`config.mk`:
```
export PLATFORM = sky130hd
export DESIGN_NAME = dns_txt_answer_extractor
export DESIGN_NICKNAME = d
export VERILOG_FILES = /design/src/sv/dnstxt_pkg.sv /design/src/sv/dnstxt_parse.sv /design/src/sv/dns_txt_answer_extractor.sv
export SDC_FILE = /design/constraint.sdc
export NUM_CORES = 1
export LEC_CHECK = 0
export BUFFER_PORTS_ARGS = -buffer_cell sky130_fd_sc_hd__buf_2
export CAP_MARGIN = 20
export CORE_ASPECT_RATIO = 1.1
export CORE_UTILIZATION = 55
export DETAILED_ROUTE_END_ITERATION = 7
export GPL_TIMING_DRIVEN = 0
export PLACE_DENSITY = 0.73
export SLEW_MARGIN = 20
export SYNTH_ARGS = -nofsm -noshare
export SYNTH_HDL_FRONTEND = slang
export SYNTH_SLANG_ARGS = --single-unit
```
`constraint.sdc`:
```
create_clock -name clk -period 6.5 [get_ports clk]
set_input_delay 0.975 -clock clk [delete_from_list [all_inputs] [get_ports clk]]
set_output_delay 0.975 -clock clk [all_outputs]
set_load 0.005 [all_outputs]
```
`src/sv/dnstxt_pkg.sv`:
```
// Shared types and constants for the DNS TXT answer extractor.
`default_nettype none

package dnstxt_pkg;

  localparam int DEF_MAX_MESSAGE_BYTES = 512;

  localparam int DATA_W   = 8;
  localparam int MSGLEN_W = 10;
  localparam int COUNT_W  = 16;

  localparam int HDR_QD_HI  = 4;
  localparam int HDR_QD_LO  = 5;
  localparam int HDR_AN_HI  = 6;
  localparam int HDR_AN_LO  = 7;
  localparam int HDR_LAST   = 11;
  localparam int QTAIL_LEN  = 4;
  localparam int FIXED_LEN  = 10;
  localparam int FX_TYPE_HI = 0;
  localparam int FX_TYPE_LO = 1;
  localparam int FX_RDL_HI  = 8;
  localparam int FX_RDL_LO  = 9;
  localparam int PTR_DATA_OFS  = 12;
  localparam int LABEL_END_OFS = 11;

  localparam logic [DATA_W-1:0] PTR_MASK = 8'hC0;
  localparam logic [DATA_W-1:0] TXT_TYPE = 8'd16;

  typedef enum logic [7:0] {
    PH_HEADER      = 8'b0000_0001,
    PH_QNAME       = 8'b0000_0010,
    PH_ANAME_START = 8'b0000_0100,
    PH_ANAME       = 8'b0000_1000,
    PH_FIXED       = 8'b0001_0000,
    PH_TXT_LEN     = 8'b0010_0000,
    PH_TXT_DATA    = 8'b0100_0000,
    PH_DONE        = 8'b1000_0000
  } phase_t;

  typedef struct packed {
    logic              text_valid;
    logic [DATA_W-1:0] text_byte;
    logic              message_done;
  } result_t;

endpackage

`default_nettype wire

```
`src/sv/dnstxt_parse.sv`:
```
// Per-byte DNS response walker: parse state and the result for one byte.
`default_nettype none

module dnstxt_parse
  import dnstxt_pkg::*;
#(
  parameter int MAX_MESSAGE_BYTES = DEF_MAX_MESSAGE_BYTES
) (
  input  wire logic                clk,
  input  wire logic                rst,
  input  wire logic                en,
  input  wire logic [DATA_W-1:0]   data_byte,
  input  wire logic [MSGLEN_W-1:0] message_length,
  input  wire logic                last_byte,
  output result_t                  res
);

  localparam int PW = $clog2(MAX_MESSAGE_BYTES + 1);
  localparam int CW = PW + 9;
  localparam int EW = ((PW > COUNT_W) ? PW : COUNT_W) + 1;

  logic [PW-1:0]      pos, pos_next;
  phase_t             phase, phase_next;
  logic [COUNT_W-1:0] qleft, qleft_next;
  logic [COUNT_W-1:0] aleft, aleft_next;
  logic [COUNT_W-1:0] skip, skip_next;
  logic [DATA_W-1:0]  type_hi, type_hi_next;
  logic               is_txt, is_txt_next;
  logic [DATA_W-1:0]  rdl_hi, rdl_hi_next;
  logic [PW-1:0]      rend, rend_next;
  logic [DATA_W-1:0]  strleft, strleft_next;

  logic [CW-1:0]      pos_c, len_c, len_ext, max_c, rend_c, k, start;
  logic [CW-1:0]      b_c;
  logic [COUNT_W-1:0] rdlen, qdec, adec;
  logic [EW-1:0]      endw;
  logic [DATA_W-1:0]  strdec;
  logic               valid;
  logic               do_enter;
  phase_t             after_rec;

  always_comb begin
    pos_c   = CW'(pos);
    rend_c  = CW'(rend);
    b_c     = CW'(data_byte);
    len_ext = CW'(message_length);
    max_c   = CW'(MAX_MESSAGE_BYTES);
    len_c   = (len_ext > max_c) ? max_c : len_ext;
    k       = pos_c + CW'(FIXED_LEN) - rend_c;
    rdlen   = {rdl_hi, data_byte};
    endw    = EW'(rend) + EW'(rdlen);
    qdec    = qleft - COUNT_W'(1);
    adec    = aleft - COUNT_W'(1);
    strdec  = strleft - DATA_W'(1);
    after_rec = (aleft != '0) ? PH_ANAME_START : PH_DONE;

    pos_next     = pos;
    phase_next   = phase;
    qleft_next   = qleft;
    aleft_next   = aleft;
    skip_next    = skip;
    type_hi_next = type_hi;
    is_txt_next  = is_txt;
    rdl_hi_next  = rdl_hi;
    rend_next    = rend;
    strleft_next = strleft;
    valid        = 1'b0;
    do_enter     = 1'b0;
    start        = pos_c + CW'(LABEL_END_OFS);

    if (pos_c >= len_c) begin
      phase_next = PH_DONE;
    end else if (skip != '0) begin
      skip_next = skip - COUNT_W'(1);
    end else begin
      case (phase)
        PH_HEADER: begin
          if (pos_c == CW'(HDR_QD_HI)) begin
            qleft_next = {data_byte, 8'h00};
          end else if (pos_c == CW'(HDR_QD_LO)) begin
            qleft_next = {qleft[15:8], data_byte};
          end else if (pos_c == CW'(HDR_AN_HI)) begin
            aleft_next = {data_byte, 8'h00};
          end else if (pos_c == CW'(HDR_AN_LO)) begin
            aleft_next = {aleft[15:8], data_byte};
          end else if (pos_c == CW'(HDR_LAST)) begin
            if (aleft == '0) phase_next = PH_DONE;
            else if (qleft != '0) phase_next = PH_QNAME;
            else phase_next = PH_ANAME_START;
          end
        end
        PH_QNAME: begin
          if (data_byte == '0) begin
            qleft_next = qdec;
            skip_next  = COUNT_W'(QTAIL_LEN);
            phase_next = (qdec != '0) ? PH_QNAME : PH_ANAME_START;
          end else begin
            skip_next = COUNT_W'(data_byte);
          end
        end
        PH_ANAME_START: begin
          if ((data_byte & PTR_MASK) == PTR_MASK) begin
            skip_next = COUNT_W'(1);
            start     = pos_c + CW'(PTR_DATA_OFS);
            do_enter  = 1'b1;
          end else if (data_byte == '0) begin
            do_enter = 1'b1;
          end else begin
            skip_next  = COUNT_W'(data_byte);
            phase_next = PH_ANAME;
          end
        end
        PH_ANAME: begin
          if (data_byte == '0) do_enter = 1'b1;
          else skip_next = COUNT_W'(data_byte);
        end
        PH_FIXED: begin
          if (k == CW'(FX_TYPE_HI)) begin
            type_hi_next = data_byte;
          end else if (k == CW'(FX_TYPE_LO)) begin
            is_txt_next = (type_hi == '0) && (data_byte == TXT_TYPE);
          end else if (k == CW'(FX_RDL_HI)) begin
            rdl_hi_next = data_byte;
          end else if (k == CW'(FX_RDL_LO)) begin
            aleft_next = adec;
            if (rdlen == '0) begin
              phase_next = (adec != '0) ? PH_ANAME_START : PH_DONE;
            end else if (is_txt && (endw <= EW'(len_c))) begin
              rend_next    = endw[PW-1:0];
              strleft_next = '0;
              phase_next   = PH_TXT_LEN;
            end else begin
              skip_next  = rdlen;
              phase_next = (adec != '0) ? PH_ANAME_START : PH_DONE;
            end
          end
        end
        PH_TXT_LEN: begin
          if ((pos_c + CW'(1) + b_c <= rend_c) && (data_byte != '0)) begin
            strleft_next = data_byte;
            phase_next   = PH_TXT_DATA;
          end
          if (pos_c + CW'(1) >= rend_c) phase_next = after_rec;
        end
        PH_TXT_DATA: begin
          valid        = 1'b1;
          strleft_next = strdec;
          if (strdec == '0) phase_next = PH_TXT_LEN;
          if (pos_c + CW'(1) >= rend_c) phase_next = after_rec;
        end
        default: begin
          phase_next = PH_DONE;
        end
      endcase
    end

    if (do_enter) begin
      if (start > len_c) begin
        phase_next = PH_DONE;
      end else begin
        rend_next  = start[PW-1:0];
        phase_next = PH_FIXED;
      end
    end

    if (pos_c < max_c) pos_next = pos + PW'(1);

    res.text_valid   = valid;
    res.text_byte    = valid ? data_byte : '0;
    res.message_done = last_byte;
  end

  always_ff @(posedge clk) begin
    if (rst || (en && last_byte)) begin
      pos     <= '0;
      phase   <= PH_HEADER;
      qleft   <= '0;
      aleft   <= '0;
      skip    <= '0;
      type_hi <= '0;
      is_txt  <= 1'b0;
      rdl_hi  <= '0;
      rend    <= '0;
      strleft <= '0;
    end else if (en) begin
      pos     <= pos_next;
      phase   <= phase_next;
      qleft   <= qleft_next;
      aleft   <= aleft_next;
      skip    <= skip_next;
      type_hi <= type_hi_next;
      is_txt  <= is_txt_next;
      rdl_hi  <= rdl_hi_next;
      rend    <= rend_next;
      strleft <= strleft_next;
    end
  end

endmodule

`default_nettype wire

```
`src/sv/dns_txt_answer_extractor.sv`:
```
// Top level of the DNS TXT answer extractor: stream handshake and result register.
//
// Input stream: one byte of a DNS response per request, with the message
// length beside it and tlast on the final byte. Output stream: one result
// per input request, in order; tuser flags a TXT payload byte, tdata holds
// it (zero otherwise), and tlast repeats the input tlast.
// Output: a byte's result is registered and shows in the cycle after the byte
// is accepted. Throughput: one byte per cycle while results are taken; the per-byte
// walk is a single pass of counter and compare logic ahead of the result register.
// Reset: rst clears the parse state and empties the result register; the
// next byte is taken as the first of a new message. The state also returns
// to that point after every byte that carries tlast.
// Stall: while the result register holds an untaken result, a new byte is
// accepted only in a cycle where that result is taken, so the input is held
// back for exactly as long as the receiver stalls.
`default_nettype none

module dns_txt_answer_extractor
  import dnstxt_pkg::*;
#(
  parameter int MAX_MESSAGE_BYTES = DEF_MAX_MESSAGE_BYTES
) (
  input  wire logic        clk,
  input  wire logic        rst,
  input  wire logic        s_tvalid,
  output logic             s_tready,
  input  wire logic [23:0] s_tdata,   // [7:0] data_byte, [17:8] message_length, rest zero
  input  wire logic        s_tlast,   // last_byte
  output logic             m_tvalid,
  input  wire logic        m_tready,
  output logic [7:0]       m_tdata,   // [7:0] text_byte
  output logic             m_tuser,   // [0] text_valid
  output logic             m_tlast    // message_done
);

  logic    accept;
  result_t res;
  result_t res_q;

  assign s_tready = !m_tvalid || m_tready;
  assign accept   = s_tvalid && s_tready;

  dnstxt_parse #(
    .MAX_MESSAGE_BYTES(MAX_MESSAGE_BYTES)
  ) u_parse (
    .clk            (clk),
    .rst            (rst),
    .en             (accept),
    .data_byte      (s_tdata[DATA_W-1:0]),
    .message_length (s_tdata[DATA_W+MSGLEN_W-1:DATA_W]),
    .last_byte      (s_tlast),
    .res            (res)
  );

  always_ff @(posedge clk) begin
    if (rst) begin
      m_tvalid <= 1'b0;
    end else if (s_tready) begin
      m_tvalid <= s_tvalid;
    end
  end

  always_ff @(posedge clk) begin
    if (accept) begin
      res_q <= res;
    end
  end

  assign m_tdata = res_q.text_byte;
  assign m_tuser = res_q.text_valid;
  assign m_tlast = res_q.message_done;

endmodule

`default_nettype wire
```
# Word level (Yosys, flattened, before mapping)
# Cells that the tools add are included.
# totals
word_cells,211
output_inout_bits,12
ff_bits,112
# op_classes
n_eq_ne,53
reduce_logical,35
mux,84
bitwise,4
addsub,12
magnitude_cmp,7
# ops
cell,n
16-bit 2-to-1 mux,18
8-bit 2-to-1 mux,35
10-bit 2-to-1 mux,12
16-bit nonzero test,5
19-bit 2-to-1 mux,4
16-bit one-hot mux with 2 select lines,2
16-bit one-hot mux with 4 select lines,1
8-bit one-hot mux with 7 select lines,1
16-bit by 1-bit subtractor with 16-bit output (second input constant),3
10-bit by 3-bit equality test with 1-bit output (second input constant),4
19-bit by 4-bit equality test with 1-bit output (second input constant),2
4-bit by 2-bit inequality test with 1-bit output (second input constant),9
10-bit by 4-bit adder with 11-bit output (second input constant),3
11-bit AND reduction,3
16-bit zero test,2
8-bit zero test,3
8-bit one-hot mux with 3 select lines,1
19-bit by 8-bit adder with 19-bit output,1
19-bit by 1-bit equality test with 1-bit output (second input constant),1
10-bit by 19-bit >= comparator with 1-bit output,1
19-bit by 10-bit >= comparator with 1-bit output,1
19-bit greater-than comparator,1
19-bit by 10-bit <= comparator with 1-bit output,1
19-bit zero test,1
40 further kinds,80

# Logic depth before layout (Yosys ltp)
# logic_depth
ltp_word,15
depth_mapped,24

# Cells and area by module
# From an unflattened synthesis, not the netlist that was laid out.
# hier_totals
hier_cells,1352
area_unflattened_um2,10373.7
# by_module_without_submodules
mod,cells_each,area_per_inst_um2,seq_area_each_um2,n_inst
dnstxt_parse,1337,10018.4,2021.9,1
dns_txt_answer_extractor,15,355.3,320.3,1

# Least setup slack after synthesis
# No wires, ideal clock.
# synth_timing
kind,input -> register
start,in s_tdata[13]
end,reg u_parse.rend[5]
path_slack_ps,1077
stages,24
arrival_ps,5266
path_cell_list,nor4_1 nand2_1 o41ai_1 nand2_1 ha_1 a2111o_1 a211oi_1 o21a_1 o21a_1 clkbuf_1 mux2i_1 o21ai_0 xnor2_1 ha_1 a21o_1 a211o_1 nor2b_1 nor3_1 o31ai_1 o211ai_1 or2_2 clkbuf_1 o21ai_0 a211oi_1
# synth_between
elab_chain_len,15
elab_cells_between_ends,19
# synth_rtl
element,line_no,rtl
start: declaration,dns_txt_answer_extractor.sv:27,"input wire logic [23:0] s_tdata,"
10-bit greater-than comparator,dnstxt_parse.sv:48,len_c = (len_ext > max_c) ? max_c : len_ext;
10-bit 2-to-1 mux (*),dnstxt_parse.sv:48,
17-bit <= comparator,dnstxt_parse.sv:128,end else if (is_txt && (endw <= EW'(len_c))) begin
1-bit logical AND,dnstxt_parse.sv:128,
10-bit 2-to-1 mux,dnstxt_parse.sv:128,
10-bit 2-to-1 mux,dnstxt_parse.sv:126,if (rdlen == '0) begin
10-bit 2-to-1 mux,dnstxt_parse.sv:124,end else if (k == CW'(FX_RDL_LO)) begin
10-bit 2-to-1 mux,dnstxt_parse.sv:122,end else if (k == CW'(FX_RDL_HI)) begin
10-bit 2-to-1 mux,dnstxt_parse.sv:120,end else if (k == CW'(FX_TYPE_LO)) begin
10-bit 2-to-1 mux,dnstxt_parse.sv:118,if (k == CW'(FX_TYPE_HI)) begin
10-bit 2-to-1 mux,dnstxt_parse.sv:76,case (phase)
10-bit 2-to-1 mux,dnstxt_parse.sv:73,end else if (skip != '0) begin
10-bit 2-to-1 mux,dnstxt_parse.sv:71,if (pos_c >= len_c) begin
10-bit 2-to-1 mux,dnstxt_parse.sv:158,if (start > len_c) begin
10-bit 2-to-1 mux (*),dnstxt_parse.sv:157,if (do_enter) begin
end signal: assignment,dnstxt_parse.sv:194,rend <= rend_next;
end: declaration,dnstxt_parse.sv:30,"logic [PW-1:0] rend, rend_next;"
# Every way passes the cells marked *; elsewhere a longest branch is shown, timed or not.
# A chain may end at the register's enable or synchronous reset.

# Final worst setup path
# layout_timing
start,in s_tdata[13]
end,reg u_parse.rend[7]
# The elaborated chain is that of the path after synthesis.

==> out/metrics.csv <==
stage,metric,value,unit
status,outcome,completed,
sta,final hold violation count,0,
logic_synthesis,complex-gate fraction of the synthesized area,0.242,
grt,first-pass GRT wire length,50200,µm
logic_synthesis,mux cell area share after synthesis,0.0310,
cts,clk sinks,112,
drt,routed vias,10500,
sta,Max Clock Freq,0.165,GHz
critical_path,CP endpoint kind,flip-flop,
die,initial core utilization,0.568,
cts,hold buffer count at cts,0,
power_and_ir_drop,Seq pwr share,0.295,
sta,Final Max Tran Viols,0,
logic_synthesis,Synth Net Count,1463,
layout,Layout Nets,1508,
logic_synthesis,post-synthesis cell area,0.0102,mm²
grt,vias in the first global route,9453,
power_and_ir_drop,clock group share of total power,0.224,
worst_hold_path,worst hold path type,flip-flop to flip-flop,
drt,mean number of vias per cell,6.45,
power_and_ir_drop,Pleak,4.58,nW
sta,hold slack,504,ps
sta,total negative slack,0,ps
layout,Area Overhead vs Synth,7.78,%
placed_design,# port buffers,34,
cts,postcts setup bufs,0,
layout,layout cells sized above 1,0.0679,
layout,# diodes,0,
logic_synthesis,mean area per synthesized cell,7.63,µm²
logic_synthesis,yosys warns,0,
placed_design,DP HPWL,24100,µm
logic_synthesis,"EDFF count, synth",10,
cts,TritonCTS clock tree,built,
die,core area,0.0179,mm²
critical_path,startpoint types,primary input,
logic_synthesis,largest family of logic cells by synthesized area,simple AND/OR/NAND/NOR gates,
grt,largest net degree at the start of global routing,21,
cts,CTS resizes,0,
sta,unrepaired setup endpoints after global routing,false,
logic_synthesis,Synth Area in Adders,0.125,
die,Die H,145,µm
power_and_ir_drop,switching share of total power,0.453,
drt,drt total wl,32000,µm
cts,CTS root buf,clkbuf_16,
cts,Bufs on Longest Clock Path,2,
critical_path,maximum fanout along the worst path,10,
grt,total grt overflow,0,
cts,H-tree depth,3,
grt,initial antenna violation count,0,
logic_synthesis,asr flop ratio synth,0,
drt,routed len/inst,19.8,µm
job,Max-Cap Viols,0,
sta,Final setup viols,0,
sta,worst clock skew,15.9,ps
drt,Post-route DRC,0,
logic_synthesis,"flops & latches, synth",112,
sta,min Tclk post-route,6060,ps
power_and_ir_drop,Sw Pwr,1.23,mW
layout,fin util,0.612,
sta,relative slew slack,0.329,
die,die area,0.0191,mm²
power_and_ir_drop,combinational power share,0.481,
layout,number of fill cells,1705,
logic_synthesis,largest area contributor in the synthesized netlist,dfxtp_1,
logic_synthesis,post-synthesis simple-gate area fraction,0.266,
power_and_ir_drop,Design Power,2.71,mW
logic_synthesis,Synth top area share,0.201,
cts,clk slew on worst S/H paths,80,ps
die,Rows,51,
drt,DRT antenna net count,0,
die,die width,132,µm
grt,GRT Overall Usage,0.337,
die,Ports,41,
cts,Worst-Skew Late Latency,370,ps
critical_path,CP Class,primary input to flip-flop,
logic_synthesis,Synth Area in XOR/XNOR,0.0594,
power_and_ir_drop,Power per Cell Area,247,mW/mm²
drt,DR iter-0 viols,1038,
logic_synthesis,post-synthesis sequential area ratio,0.230,
logic_synthesis,Area contributors post-synth,"dfxtp_1 20%, ha_1 12%, nor2_1 6.0%",
logic_synthesis,Post-Syn Instances,1334,
critical_path,WP data required,6740,ps
logic_synthesis,Unique masters post-synth,87,
cts,Num CTS Buffers,9,
sta,measured slew at the worst slew-check pin,998,ps
power_and_ir_drop,Cell Int Power,1.48,mW
power_and_ir_drop,Worst IR Drop VDD,0.253,mV
placed_design,Routability Congestion,0.970,
logic_synthesis,ys flop type,dfxtp_1,
drt,drt pass-1 iters,5,
sta,final worst-path cycle share,0.932,
critical_path,"Arr. time, crit path",6310,ps
cells by family (layout without fill, tap and decap cells):
kind of cell               after synthesis  count (layout)
buffers and inverters                  119             169
adders and majority gates              100             100
DFF                                    112             112
AOI/OAI and AO/OA                      365             365
and+or+nand+nor                        538             538
muxes                                   31              31
xor gates and xnor gates                69              69
stage by stage:
stage	worst slack, ps	cell area (µm²)	instances
floorplan	1080	10200	1334
global placement	-377	10700	1606
detailed placement	88.6	10700	1607
CTS	436	11000	1623
global route	59.2	11000	1622
finish	439	11000	1622
cell usage in the layout (no fill, tap or decap), drive strengths merged, types with 21 or more instances in the layout:
| master | count |
|---|---|
| nor2 | 164 |
| nand2 | 114 |
| dfxtp | 102 |
| a21oi | 102 |
| ha | 97 |
| o21ai | 63 |
| clkbuf | 62 |
| inv | 57 |
| nor3 | 48 |
| xnor2 | 47 |
| buf | 47 |
| nand3 | 40 |
| a211oi | 31 |
| nor4 | 28 |
| mux2i | 27 |
| xor2 | 22 |
| nor2b | 21 |
cells in the mapped netlist, types with 5 or more instances:
cell type	number
nor2_1	164
nand2_1	114
dfxtp_1	102
a21oi_1	101
ha_1	97
o21ai_0	60
clkbuf_1	54
inv_1	52
nor3_1	48
xnor2_1	47
nand3_1	40
a211oi_1	30
mux2i_1	27
nor4_1	27
xor2_1	22
nor2b_1	21
a22oi_1	18
nand2b_1	17
nand4_1	16
a21o_1	14
and2_1	14
or3_1	14
a31oi_1	13
o31ai_1	13
or4_1	12
a22o_1	11
edfxtp_1	10
and3_1	9
a32o_1	8
o21a_1	8
nor3b_1	7
o211ai_1	7
o22ai_1	7
o2bb2ai_1	7
a31o_2	6
o21bai_1	6
buf_1	5
nand3b_1	5
o211a_1	5
power by group through the flow:
stage / logic (mW) / clock network [mW] / registers, mW
finish: 1.30 / 0.608 / 0.798
global route: 1.43 / 0.636 / 0.805
CTS: 1.25 / 0.610 / 0.796
detailed placement: 1.24 / 0 / 0.811
global placement: 1.23 / 0 / 0.810
floorplan: 0.925 / 0 / 0.799
cell type report:
cell class | instances | area [µm²] | share of cell area
Tap cell | 238 | 298 | 0.0271
Buffer | 65 | 278 | 0.0253
Multi-Input combinational cell | 1103 | 7370 | 0.672
Inverter | 53 | 199 | 0.0181
Clock buffer | 9 | 225 | 0.0205
Clock inverter | 7 | 85.1 | 0.00775
Timing Repair Buffer | 35 | 175 | 0.0160
Sequential cell | 112 | 2340 | 0.213
registers in the layout, indices dropped and copies added (netlist names):
| name | flops |
|---|---|
| u_parse.pos | 10 |
| u_parse.type_hi | 8 |
| u_parse.qleft | 16 |
| u_parse.is_txt | 1 |
| m_tvalid | 1 |
| u_parse.skip | 16 |
| m_tlast | 1 |
| m_tuser | 1 |
| u_parse.strleft | 8 |
| m_tdata | 8 |
| u_parse.rend | 10 |
| u_parse.rdl_hi | 8 |
| u_parse.aleft | 16 |
| u_parse.phase | 8 |
critical path, stage by stage:
cell,delay (ps)
buf_2,100
nor4_1,280
nand2_1,80
o41ai_1,340
nand2_1,190
ha_1,220
a2111o_1,310
a211oi_1,230
o21a_1,220
o21a_1,340
mux2i_1,310
o21ai_0,140
xnor2_1,250
ha_1,290
a21o_1,180
a211o_1,300
nor2b_1,110
nor3_1,60
o31ai_1,80
o211ai_1,270
or2_2,340
clkbuf_1,220
o21ai_0,340
nor3_1,110
final timing paths:
check,start,to,slack [ps],cells past startpoint
worst min-delay path,u_parse.type_hi[5]$_SDFFE_PP0P_,u_parse.type_hi[5]$_SDFFE_PP0P_,500,2
worst min register to register,u_parse.type_hi[5]$_SDFFE_PP0P_,u_parse.type_hi[5]$_SDFFE_PP0P_,500,2
worst max register to register,u_parse.pos[1]$_SDFFE_PP0P_,u_parse.strleft[2]$_SDFFE_PP0P_,1060,21
worst max-delay path,s_tdata[13],u_parse.rend[7]$_SDFFE_PP0P_,440,24
per-layer routing:
metal	up-vias	global-route usage	share of wire
met5	-	0	0
met4	0	0.203	0.050
met3	102	0.0463	0.072
met2	469	0.564	0.46
met1	4874	0.417	0.42
li1	5020	-	-
Power figures use the tool's default switching activity.
